`config.mk`:
```
export PLATFORM = sky130hd
export DESIGN_NAME = volume_curve_map_and_inverse_unit
export DESIGN_NICKNAME = d
export VERILOG_FILES = /design/src/rtl/vcm_pkg.sv /design/src/rtl/volume_curve_map_and_inverse_unit.sv /design/src/rtl/vcm_mul.sv /design/src/rtl/vcm_div.sv
export SDC_FILE = /design/constraint.sdc
export NUM_CORES = 1
export LEC_CHECK = 0
export BUFFER_PORTS_ARGS = -buffer_cell sky130_fd_sc_hd__buf_2
export CORE_AREA = 2 2 205 207
export CTS_CLUSTER_DIAMETER = 60
export CTS_CLUSTER_SIZE = 25
export DETAILED_ROUTE_END_ITERATION = 16
export DIE_AREA = 0 0 207 209
export PLACE_DENSITY = 0.52
export SYNTH_ARGS = -nofsm -noshare
export SYNTH_HDL_FRONTEND = slang
export SYNTH_SLANG_ARGS = --single-unit
export TNS_END_PERCENT = 5
```
`constraint.sdc`:
```
create_clock -name clk -period 6.2 [get_ports clk]
set_clock_uncertainty 0.2 [all_clocks]
set_input_delay 0.62 -clock clk [delete_from_list [all_inputs] [get_ports clk]]
set_output_delay 0.62 -clock clk [all_outputs]
set_load 0.1 [all_outputs]
```
`src/rtl/vcm_pkg.sv`:
```
// shared types and codes for the volume curve map and inverse unit
// used by vcm_mul, vcm_div and volume_curve_map_and_inverse_unit
package vcm_pkg;

  // register indexes on the configuration port
  localparam logic [1:0] REG_FLOOR   = 2'd0;
  localparam logic [1:0] REG_CEILING = 2'd1;
  localparam logic [1:0] REG_FULL    = 2'd2;

  // opcodes
  localparam logic OP_FORWARD = 1'b0;
  localparam logic OP_INVERSE = 1'b1;

  // reset values of the registers
  localparam logic [7:0] FLOOR_RESET   = 8'd128;
  localparam logic [7:0] CEILING_RESET = 8'd255;
  localparam logic [7:0] FULL_RESET    = 8'd100;

  typedef enum logic [2:0] {
    ST_IDLE,
    ST_DEN,
    ST_PROBE,
    ST_GAP,
    ST_SPAN,
    ST_DIV,
    ST_FINISH
  } state_t;

  // start request to a bit-serial unit
  typedef struct packed {
    logic        start;
    logic [15:0] a;
    logic [7:0]  b;
  } mul_req_t;

  typedef struct packed {
    logic        start;
    logic [23:0] num;
    logic [15:0] den;
  } div_req_t;

endpackage

```
`src/rtl/volume_curve_map_and_inverse_unit.sv`:
```
// top level of the volume curve map and inverse unit
// depends on vcm_pkg, vcm_mul and vcm_div
//
// Usage:
//   Request channel (req_valid / req_stall) carries opcode and value_in;
//   response channel (rsp_valid / rsp_stall) carries value_out, one item
//   per request. Opcode OP_FORWARD maps a slider setting to a drive level
//   along the inverted-square curve, OP_INVERSE binary-searches the slider
//   setting whose level matches value_in.
//   Registers level_floor, level_ceiling and slider_full_scale are written
//   through cfg_we / cfg_index / cfg_data while the unit is idle; the user
//   is bound to that, the unit itself does not enforce it. One item is
//   worked on at a time; req_stall is high from acceptance until the result
//   is loaded into the output register. A forward item runs f*f, the
//   squared gap, the span product and the quotient, each bit-serial plus a
//   handoff; an inverse item runs f*f once and the other three per probe,
//   at most 9 probes; full scale zero needs no arithmetic. The next item
//   can be accepted in the cycle after its result loads.
//   A stalled result holds in the output register; the next item can be
//   accepted meanwhile, and its result waits until the first is taken.
//   Reset (rst, synchronous) empties the output register, returns to idle
//   and loads the registers with 128, 255 and 100.
module volume_curve_map_and_inverse_unit import vcm_pkg::*; (
  input  logic       clk,
  input  logic       rst,
  input  logic       req_valid,
  output logic       req_stall,
  input  logic       opcode,
  input  logic [7:0] value_in,
  output logic       rsp_valid,
  input  logic       rsp_stall,
  output logic [7:0] value_out,
  input  logic       cfg_we,
  input  logic [1:0] cfg_index,
  input  logic [7:0] cfg_data
);

  logic [7:0] level_floor;
  logic [7:0] level_ceiling;
  logic [7:0] slider_full_scale;

  state_t      state, state_next;
  logic        mode, mode_next;
  logic [7:0]  target, target_next;
  logic [7:0]  vol, vol_next;
  logic [8:0]  bot, bot_next;
  logic [8:0]  top1, top1_next;
  logic [15:0] den, den_next;
  logic [7:0]  result, result_next;
  logic        load_out;

  mul_req_t    mreq;
  div_req_t    dreq;
  logic        mul_done;
  logic [23:0] mul_prod;
  logic        div_done;
  logic [7:0]  div_quo;

  logic        neg;
  logic [7:0]  mag;
  logic [9:0]  mid_sum;
  logic [7:0]  mid;
  logic [7:0]  probe_v;
  logic [7:0]  gap;
  logic [7:0]  lvl;
  logic [7:0]  clamped;
  logic [8:0]  bot_try;
  logic [8:0]  top1_try;

  vcm_mul u_mul (
    .clk  (clk),
    .rst  (rst),
    .req  (mreq),
    .done (mul_done),
    .prod (mul_prod)
  );

  vcm_div u_div (
    .clk  (clk),
    .rst  (rst),
    .req  (dreq),
    .done (div_done),
    .quo  (div_quo)
  );

  // configuration registers
  always_ff @(posedge clk) begin
    if (rst) begin
      level_floor       <= FLOOR_RESET;
      level_ceiling     <= CEILING_RESET;
      slider_full_scale <= FULL_RESET;
    end else if (cfg_we) begin
      case (cfg_index)
        REG_FLOOR:   level_floor       <= cfg_data;
        REG_CEILING: level_ceiling     <= cfg_data;
        REG_FULL:    slider_full_scale <= cfg_data;
        default:     ;
      endcase
    end
  end

  assign neg     = (level_ceiling < level_floor);
  assign mag     = neg ? (level_floor - level_ceiling) : (level_ceiling - level_floor);
  assign clamped = (value_in > slider_full_scale) ? slider_full_scale : value_in;

  // search midpoint, bot < top1 holds whenever it is used
  assign mid_sum = {1'b0, bot} + {1'b0, top1} - 10'd1;
  assign mid     = mid_sum[8:1];
  assign probe_v = (mode == OP_INVERSE) ? mid : vol;
  assign gap     = slider_full_scale - probe_v;
  assign lvl     = neg ? (level_floor - div_quo) : (level_floor + div_quo);

  always_comb begin
    state_next  = state;
    mode_next   = mode;
    target_next = target;
    vol_next    = vol;
    bot_next    = bot;
    top1_next   = top1;
    den_next    = den;
    result_next = result;
    load_out    = 1'b0;
    mreq        = '0;
    dreq        = '0;
    bot_try     = bot;
    top1_try    = top1;

    case (state)
      ST_IDLE: begin
        if (req_valid) begin
          mode_next   = opcode;
          target_next = value_in;
          vol_next    = clamped;
          bot_next    = 9'd0;
          top1_next   = {1'b0, slider_full_scale} + 9'd1;
          if (slider_full_scale == 8'd0) begin
            result_next = (opcode == OP_INVERSE) ? 8'd0 : level_floor;
            state_next  = ST_FINISH;
          end else begin
            mreq.start = 1'b1;
            mreq.a     = {8'd0, slider_full_scale};
            mreq.b     = slider_full_scale;
            state_next = ST_DEN;
          end
        end
      end

      ST_DEN: begin
        if (mul_done) begin
          den_next   = mul_prod[15:0];
          state_next = ST_PROBE;
        end
      end

      ST_PROBE: begin
        vol_next   = probe_v;
        mreq.start = 1'b1;
        mreq.a     = {8'd0, gap};
        mreq.b     = gap;
        state_next = ST_GAP;
      end

      ST_GAP: begin
        if (mul_done) begin
          mreq.start = 1'b1;
          mreq.a     = den - mul_prod[15:0];
          mreq.b     = mag;
          state_next = ST_SPAN;
        end
      end

      ST_SPAN: begin
        if (mul_done) begin
          dreq.start = 1'b1;
          dreq.num   = mul_prod;
          dreq.den   = den;
          state_next = ST_DIV;
        end
      end

      ST_DIV: begin
        if (div_done) begin
          if (mode == OP_FORWARD) begin
            result_next = lvl;
            state_next  = ST_FINISH;
          end else if (target == lvl) begin
            result_next = vol;
            state_next  = ST_FINISH;
          end else begin
            if (target < lvl) begin
              top1_try = {1'b0, vol};
            end else begin
              bot_try = {1'b0, vol} + 9'd1;
            end
            bot_next  = bot_try;
            top1_next = top1_try;
            // search range empty: last probe is the answer
            if (bot_try < top1_try) begin
              state_next = ST_PROBE;
            end else begin
              result_next = vol;
              state_next  = ST_FINISH;
            end
          end
        end
      end

      ST_FINISH: begin
        if (!rsp_valid || !rsp_stall) begin
          load_out   = 1'b1;
          state_next = ST_IDLE;
        end
      end

      default: begin
        state_next = ST_IDLE;
      end
    endcase
  end

  always_ff @(posedge clk) begin
    if (rst) begin
      state <= ST_IDLE;
    end else begin
      state <= state_next;
    end
  end

  always_ff @(posedge clk) begin
    mode   <= mode_next;
    target <= target_next;
    vol    <= vol_next;
    bot    <= bot_next;
    top1   <= top1_next;
    den    <= den_next;
    result <= result_next;
  end

  // output register
  always_ff @(posedge clk) begin
    if (rst) begin
      rsp_valid <= 1'b0;
    end else if (load_out) begin
      rsp_valid <= 1'b1;
    end else if (!rsp_stall) begin
      rsp_valid <= 1'b0;
    end
  end

  always_ff @(posedge clk) begin
    if (load_out) begin
      value_out <= result;
    end
  end

  assign req_stall = (state != ST_IDLE);

endmodule

```
`src/rtl/vcm_mul.sv`:
```
// bit-serial shift-add multiplier, 16 x 8 bits, one multiplier bit per cycle
// depends on vcm_pkg
module vcm_mul import vcm_pkg::*; (
  input  logic        clk,
  input  logic        rst,
  input  mul_req_t    req,
  output logic        done,
  output logic [23:0] prod
);

  logic [23:0] acc;
  logic [23:0] mcand;
  logic [7:0]  mplier;
  logic [2:0]  cnt;
  logic        busy;

  always_ff @(posedge clk) begin
    if (rst) begin
      busy <= 1'b0;
      done <= 1'b0;
      cnt  <= 3'd0;
    end else if (req.start) begin
      busy   <= 1'b1;
      done   <= 1'b0;
      cnt    <= 3'd0;
      acc    <= 24'd0;
      mcand  <= {8'd0, req.a};
      mplier <= req.b;
    end else if (busy) begin
      if (mplier[0]) begin
        acc <= acc + mcand;
      end
      mcand  <= {mcand[22:0], 1'b0};
      mplier <= {1'b0, mplier[7:1]};
      cnt    <= cnt + 3'd1;
      done   <= (cnt == 3'd7);
      busy   <= (cnt != 3'd7);
    end else begin
      done <= 1'b0;
    end
  end

  assign prod = acc;

endmodule

```
`src/rtl/vcm_div.sv`:
```
// restoring divider, 24 by 16 bits with an 8-bit quotient, one bit per cycle
// depends on vcm_pkg; the caller guarantees the quotient fits 8 bits
module vcm_div import vcm_pkg::*; (
  input  logic       clk,
  input  logic       rst,
  input  div_req_t   req,
  output logic       done,
  output logic [7:0] quo
);

  logic [23:0] rem;
  logic [22:0] dsh;
  logic [2:0]  cnt;
  logic        busy;
  logic        fits;

  assign fits = (rem >= {1'b0, dsh});

  always_ff @(posedge clk) begin
    if (rst) begin
      busy <= 1'b0;
      done <= 1'b0;
      cnt  <= 3'd0;
    end else if (req.start) begin
      busy <= 1'b1;
      done <= 1'b0;
      cnt  <= 3'd0;
      rem  <= req.num;
      dsh  <= {req.den, 7'd0};
      quo  <= 8'd0;
    end else if (busy) begin
      if (fits) begin
        rem <= rem - {1'b0, dsh};
      end
      quo  <= {quo[6:0], fits};
      dsh  <= {1'b0, dsh[22:1]};
      cnt  <= cnt + 3'd1;
      done <= (cnt == 3'd7);
      busy <= (cnt != 3'd7);
    end else begin
      done <= 1'b0;
    end
  end

endmodule

```
==> flow_metrics.py, run 1 <==
metrics = {
    "placed_design": {
        "hpwl_mm": 27.52,
        "port_buffers": 33,
        "place_congestion": 0.8808,
    },
    "logic_synthesis": {
        "yosys_warnings": 0,
        "netlist_area_um2": 14270,
        "synth.distinct_cells": 70,
        "synth_area_leaders": "edfxtp_1 (37%), ha_1 (12%), dfxtp_1 (5.3%)",
        "ys_ff_latch": 216,
        "netlist_instances": 1473,
        "synth-edff-count": 178,
        "yosysMostFrequentCell": "edfxtp_1",
        "synth_top_flop_cell": "edfxtp_1",
        "ys_seq_area_frac": 0.4278,
        "synth_top_cell_by_area": "edfxtp_1",
        "syn_area_per_cell_um2": 9.689,
        "syn-num-nets": 1641,
        "synthTopCellsByCount": "edfxtp_1 (178), ha_1 (136), nor2_1 (133), inv_1 (123), a21oi_1 (118)",
        "synth_top_area_share": 0.3745,
        "async_flop_share": 0,
    },
    "clocking": {
        "cts_made_buffers": 23,
        "clk_pin_slew_worst_paths_ns": 0.08,
        "cts_buffer_depth": 3,
        "ctsHoldBuffers": 0,
        "htree_levels": 1,
        "cts-root-buf": "clkbuf_16",
        "clock_latency_ns": 0.56,
        "cts.sinks": 216,
        "cts_tree": "built",
    },
    "timing": {
        "report.final.slew_viol_count": 0,
        "worstMarginPinSlew_ns": 1.017,
        "max_slew_margin": 0.3223,
        "whs_ns": 0.06895,
        "hold_viol": 0,
        "tns_ns": 0,
        "final.period_utilization": 0.9705,
        "max_freq_mhz": 166.2,
        "rsz0062_at_grt": "yes",
        "min_period_ns": 6.017,
        "finalSetupViolCount": 0,
    },
    "worst_setup_path": {
        "cp.arrival_ns": 6.13,
        "worstPathRequired_ns": 6.31,
        "r2r_setup_slack_ns": 0.18,
        "slowest_stage": "fa_2",
        "crit_type": "reg2reg",
        "r2r-start": "level_ceiling[0]$_SDFFE_PP1P_",
        "endpoint_kind": "flip-flop",
        "critPathMaxFanout": 19,
        "cpPeakStageDelay_ns": 0.36,
        "r2r_end": "result[0]$_DFFE_PP_",
        "start_kind": "flip-flop",
        "r2r_cells": 29,
        "endpoint": "result[0]$_DFFE_PP_",
        "startpoint": "level_ceiling[0]$_SDFFE_PP1P_",
    },
    "worst_hold_path": {
        "hold_path.class": "in2reg",
        "min_from": "value_in[0]",
    },
    "outcome": {
        "status": "finished clean",
    },
    "flow_run": {
        "cap_violations": 0,
    },
    "global_route": {
        "grt_pass1_vias": 10420,
        "grt_pass1_wl_mm": 58.91,
        "grt_start_max_net_pins": 57,
        "globalRouteTotalUtil": 0.1694,
        "grt_antenna_before_repair": 0,
        "grt-ovfl-total": 0,
    },
    "drt": {
        "via_per_inst": 5.187,
        "wl_per_cell_um": 17.91,
        "initialDrtViolationCount": 689,
        "first_pass_iters": 5,
        "ant_nets": 0,
        "vias": 10730,
        "drt-total-wl_mm": 37.03,
        "drc": 0,
    },
    "pwr": {
        "p_per_area_nw_per_um2": 334.5,
        "ir_drop_uv": 166.0,
        "total_power_mw": 5.381,
        "leakage_nw": 6.549,
    },
    "floorplanning": {
        "die_x_um": 207,
        "core_um2": 41290,
        "die_h_um": 209,
        "die_area_um2": 43260,
        "start_util": 0.3456,
        "placementRows": 75,
        "io_pins": 34,
    },
    "finish": {
        "n_antenna_cell": 0,
        "drive_above_1_share": 0.1001,
        "layout.nets": 1680,
        "area_delta_synth_final_pct": 12.70,
    },
}
## layer usage
layer,track usage,vias to the layer above,routed length (µm)
met1,0.2513,5127,18530
li1,-,5377,-
met5,0,-,0
met2,0.2664,197,16450
met3,0.01864,26,1692
met4,0.03424,0,354
## critical path: cells and delay by family (launching register included)
kind	cells	cell delay, ns
xor+xnor	2	0.31
simple gates	4	0.66
fa+ha+maj	5	1.40
compound gates	14	2.42
buf+inv	4	0.42
flops	1	0.33
## cell usage in the layout, fill, tap and decap left out, drive strengths merged, types with 6 or more instances in the layout
cell type / synthesis / final
edfxtp: 178 / 178
ha: 136 / 136
inv: 123 / 134
nor2: 133 / 133
a21oi: 120 / 120
nand2: 116 / 116
o21ai: 111 / 111
buf: 7 / 66
xnor2: 54 / 54
mux2i: 39 / 39
xor2: 38 / 38
dfxtp: 38 / 38
a21o: 32 / 32
nor3: 30 / 30
and2: 28 / 28
clkbuf: 45 / 23
nand3: 20 / 20
a211oi: 20 / 20
nand2b: 18 / 18
o21a: 15 / 15
a211o: 13 / 13
o31ai: 13 / 13
nand4: 12 / 12
nor2b: 12 / 12
and3: 9 / 9
o21bai: 8 / 8
fa: 8 / 8
clkinv: 0 / 8
mux2: 7 / 7
o211ai: 7 / 7
a31oi: 7 / 7
o22ai: 7 / 7
or2: 6 / 6
nor4: 6 / 6
## cell families (layout without fill, tap and decap cells)
group,after synthesis,in the layout,share of synthesized area
AND/OR/NAND/NOR,412,412,0.1357
AO/OA/AOI/OAI,387,387,0.1685
flip-flops,216,216,0.4278
buffers and inverters,175,231,0.04647
adder cells (fa/ha/maj),144,144,0.1305
XOR/XNOR,93,93,0.05813
multiplexers,46,46,0.03288
## sequential cells by signal (all words and copies together), names as in the netlist, 3 cells and up
signal             flops
state                  3
u_mul.mplier           8
u_mul.cnt              3
level_floor            8
value_out              8
u_mul.mcand           24
u_div.dsh             23
den                   16
vol                    8
result                 8
top1                   9
target                 8
u_div.cnt              3
level_ceiling          8
slider_full_scale      8
u_mul.prod            24
u_div.quo              8
u_div.rem             24
bot                    9
## cell type report
| class | count | area, µm² |
|---|---|---|
| Tap cell | 539 | 674.4 |
| Inverter | 123 | 461.7 |
| Multi-Input combinational cell | 1082 | 7617 |
| Clock inverter | 19 | 196.4 |
| Sequential cell | 216 | 6108 |
| Timing Repair Buffer | 66 | 450.4 |
| Clock buffer | 23 | 575.6 |
| Fill cell | 4118 | 25210 |
## metrics by stage
step	setup WS, ns	area [µm²]	std cells	util
after detailed placement	-0.2016	15190	2023	0.3679
after global routing	-0.05702	16080	2068	0.3895
final	0.1830	16080	2068	0.3895
after CTS	0.01540	16010	2066	0.3877
after floorplan	0.005452	14280	1473	-
after global placement	-0.02175	15190	2023	0.3679
## power by group
part           switching (mW)  internal, mW
Combinational            1.16         0.823
Clock                   0.688         0.726
Sequential              0.167          1.82
Total                    2.01          3.37
## worst min path at each step
| stage | to | slack, ns | cells after the start |
|---|---|---|---|
| after floorplan | value_out[0]$_DFFE_PP_ | 0.20 | 0 |
| after global placement | value_out[2]$_DFFE_PP_ | 0.21 | 0 |
| after detailed placement | value_out[7]$_DFFE_PP_ | 0.21 | 0 |
| after CTS | target[0]$_DFFE_PP_ | 0.05 | 1 |
| after global routing | target[4]$_DFFE_PP_ | 0.06 | 1 |
| final | target[0]$_DFFE_PP_ | 0.07 | 1 |
## repair_timing
action,CTS,global route
setup buffers,1,2
endpoints found under the setup margin,8,9
pin swaps,2,12
resized for setup,5,17
No activity file was read; power rests on OpenSTA's default activity.
==> inputs of run 2 (changes only) <==
--- a/config.mk
+++ b/config.mk
@@ -6,12 +6,13 @@
 export NUM_CORES = 1
 export LEC_CHECK = 0
 export BUFFER_PORTS_ARGS = -buffer_cell sky130_fd_sc_hd__buf_2
-export CORE_AREA = 2 2 205 207
+export CORE_AREA = 2 2 153 170
 export CTS_CLUSTER_DIAMETER = 60
 export CTS_CLUSTER_SIZE = 25
 export DETAILED_ROUTE_END_ITERATION = 16
-export DIE_AREA = 0 0 207 209
-export PLACE_DENSITY = 0.52
+export DIE_AREA = 0 0 155 172
+export HOLD_SLACK_MARGIN = 0.12
+export PLACE_DENSITY = 0.78
 export SYNTH_ARGS = -nofsm -noshare
 export SYNTH_HDL_FRONTEND = slang
 export SYNTH_SLANG_ARGS = --single-unit
==> flow_metrics.py, run 2 (same netlist as run 1, synthesis figures left out) <==
metrics = {
    "outcome": {
        "status": "finished clean",
    },
    "drt": {
        "drt-total-wl_mm": 35.91,
        "via_per_inst": 6.104,
        "vias": 11260,
        "first_pass_iters": 5,
        "wl_per_cell_um": 19.47,
        "initialDrtViolationCount": 1182,
        "drc": 0,
        "ant_nets": 0,
    },
    "timing": {
        "max_slew_margin": 0.4451,
        "report.final.slew_viol_count": 0,
        "finalSetupViolCount": 0,
        "max_freq_mhz": 162.7,
        "final.period_utilization": 0.9911,
        "whs_ns": 0.1425,
        "worstMarginPinSlew_ns": 0.8323,
        "min_period_ns": 6.145,
        "rsz0062_at_grt": "yes",
        "hold_viol": 0,
    },
    "clocking": {
        "htree_levels": 1,
        "cts_buffer_depth": 3,
        "cts.sinks": 216,
        "clock_latency_ns": 0.52,
        "cts_made_buffers": 19,
        "cts-root-buf": "clkbuf_16",
        "clk_pin_slew_worst_paths_ns": 0.09,
        "cts_tree": "built",
    },
    "pwr": {
        "total_power_mw": 5.320,
        "p_per_area_nw_per_um2": 336.3,
        "ir_drop_uv": 367.3,
        "leakage_nw": 6.530,
    },
    "worst_setup_path": {
        "start_kind": "flip-flop",
        "critPathMaxFanout": 8,
        "cpPeakStageDelay_ns": 0.41,
        "worstPathRequired_ns": 6.25,
        "r2r_cells": 28,
        "crit_type": "reg2reg",
        "startpoint": "level_ceiling[0]$_SDFFE_PP1P_",
        "slowest_stage": "fa_2",
        "endpoint_kind": "flip-flop",
        "r2r-start": "level_ceiling[0]$_SDFFE_PP1P_",
        "cp.arrival_ns": 6.19,
    },
    "floorplanning": {
        "die_h_um": 172,
        "io_pins": 34,
        "die_area_um2": 26660,
        "core_um2": 24960,
        "start_util": 0.5718,
        "placementRows": 61,
        "die_x_um": 155,
    },
    "placed_design": {
        "port_buffers": 33,
        "dp_cells": 1794,
        "place_congestion": 0.9502,
        "hpwl_mm": 25.70,
    },
    "flow_run": {
        "cap_violations": 0,
    },
    "finish": {
        "num-fill-cells": 1983,
        "mostFrequentLayoutCells": "edfxtp_1 (178), ha_1 (133), nor2_1 (127)",
        "area_delta_synth_final_pct": 10.85,
        "drive_above_1_share": 0.1060,
        "stdcell_count": 1844,
        "multi_input_area_um2": 7692,
        "n_antenna_cell": 0,
        "final_common_cell": "edfxtp_1",
        "seqCellArea_um2": 6108,
        "layout.nets": 1685,
    },
    "global_route": {
        "globalRouteTotalUtil": 0.2672,
        "grt-ovfl-total": 0,
        "grt_start_max_net_pins": 71,
        "grt_pass1_wl_mm": 56.98,
        "grt_antenna_before_repair": 0,
        "grt_pass1_vias": 11000,
    },
    "worst_hold_path": {
        "min_from": "value_in[6]",
        "worstHoldPathCells": 1,
        "hold_path.class": "in2reg",
    },
}
-- run 2: cell count changes in the layout (fill, tap and decap cells not counted), moves of 2 or more --
cell | previous run | this run
dlygate4sd3_1 | 0 | 3
nor2_2 | 2 | 6
a21oi_2 | 5 | 7
buf_6 | 0 | 2
inv_6 | 8 | 4
clkinv_8 | 4 | 1
buf_4 | 30 | 34
clkbuf_16 | 23 | 20
a21oi_1 | 113 | 110
buf_12 | 3 | 1
inv_12 | 0 | 2
nor2_1 | 131 | 127
-- run 2: power by group --
group	internal, mW	switching (mW)
registers	1.82	0.172
logic	0.894	1.22
clock network	0.602	0.616
total	3.31	2.01
-- run 2: final cells by class --
| class | count | share of cell area |
|---|---|---|
| clock inverter | 13 | 0.008700 |
| multi-input combinational | 1082 | 0.4863 |
| inverter | 123 | 0.02919 |
| clock buffer | 20 | 0.03029 |
| sequential | 216 | 0.3861 |
| tap | 315 | 0.02492 |
| timing repair buffer | 75 | 0.03449 |
-- run 2: per-layer routing --
metal	GRT usage	up-vias	wire (µm)
li1	-	5390	-
met1	0.3733	5344	15740
met2	0.4356	443	16540
met3	0.04085	78	2681
met4	0.07448	0	948
met5	0	-	0
-- run 2: per-stage QoR --
| step | cell area (µm²) | setup WS (ns) | setup TNS (ns) | util |
|---|---|---|---|---|
| after CTS | 15590 | 0.002603 | 0 | 0.6247 |
| after global routing | 15820 | -0.1901 | -1.639 | 0.6338 |
| after floorplan | 14280 | 0.005452 | 0 | - |
| final | 15820 | 0.05509 | 0 | 0.6338 |
| after global placement | 14860 | -0.0001110 | -0.0003562 | 0.5955 |
| after detailed placement | 14860 | -0.2263 | -1.835 | 0.5955 |
-- run 2: final timing paths --
| kind | end | slack [ns] |
|---|---|---|
| hold reg to reg | value_out[4]$_DFFE_PP_ | 0.22 |
| hold / removal | target[6]$_DFFE_PP_ | 0.14 |
| setup reg to reg | result[5]$_DFFE_PP_ | 0.06 |
| setup / recovery | result[5]$_DFFE_PP_ | 0.06 |
-- run 2: repair_timing --
action / in CTS / in global routing
endpoints found under the hold margin: 2 / 1
resized for setup: 8 / 33
setup buffers: 2 / 10
gates cloned: 1 / 1
endpoints found under the setup margin: 9 / 9
pin swaps: 8 / 30
hold buffers: 2 / 1
-- run 2: critical path: cells and delay by family (launching register included) --
| kind | cells | cell delay (ns) |
|---|---|---|
| xor+xnor | 2 | 0.44 |
| mux | 1 | 0.21 |
| simple gates | 3 | 0.40 |
| buf+inv | 4 | 0.41 |
| compound gates | 13 | 2.47 |
| flops | 1 | 0.33 |
| fa+ha+maj | 5 | 1.44 |
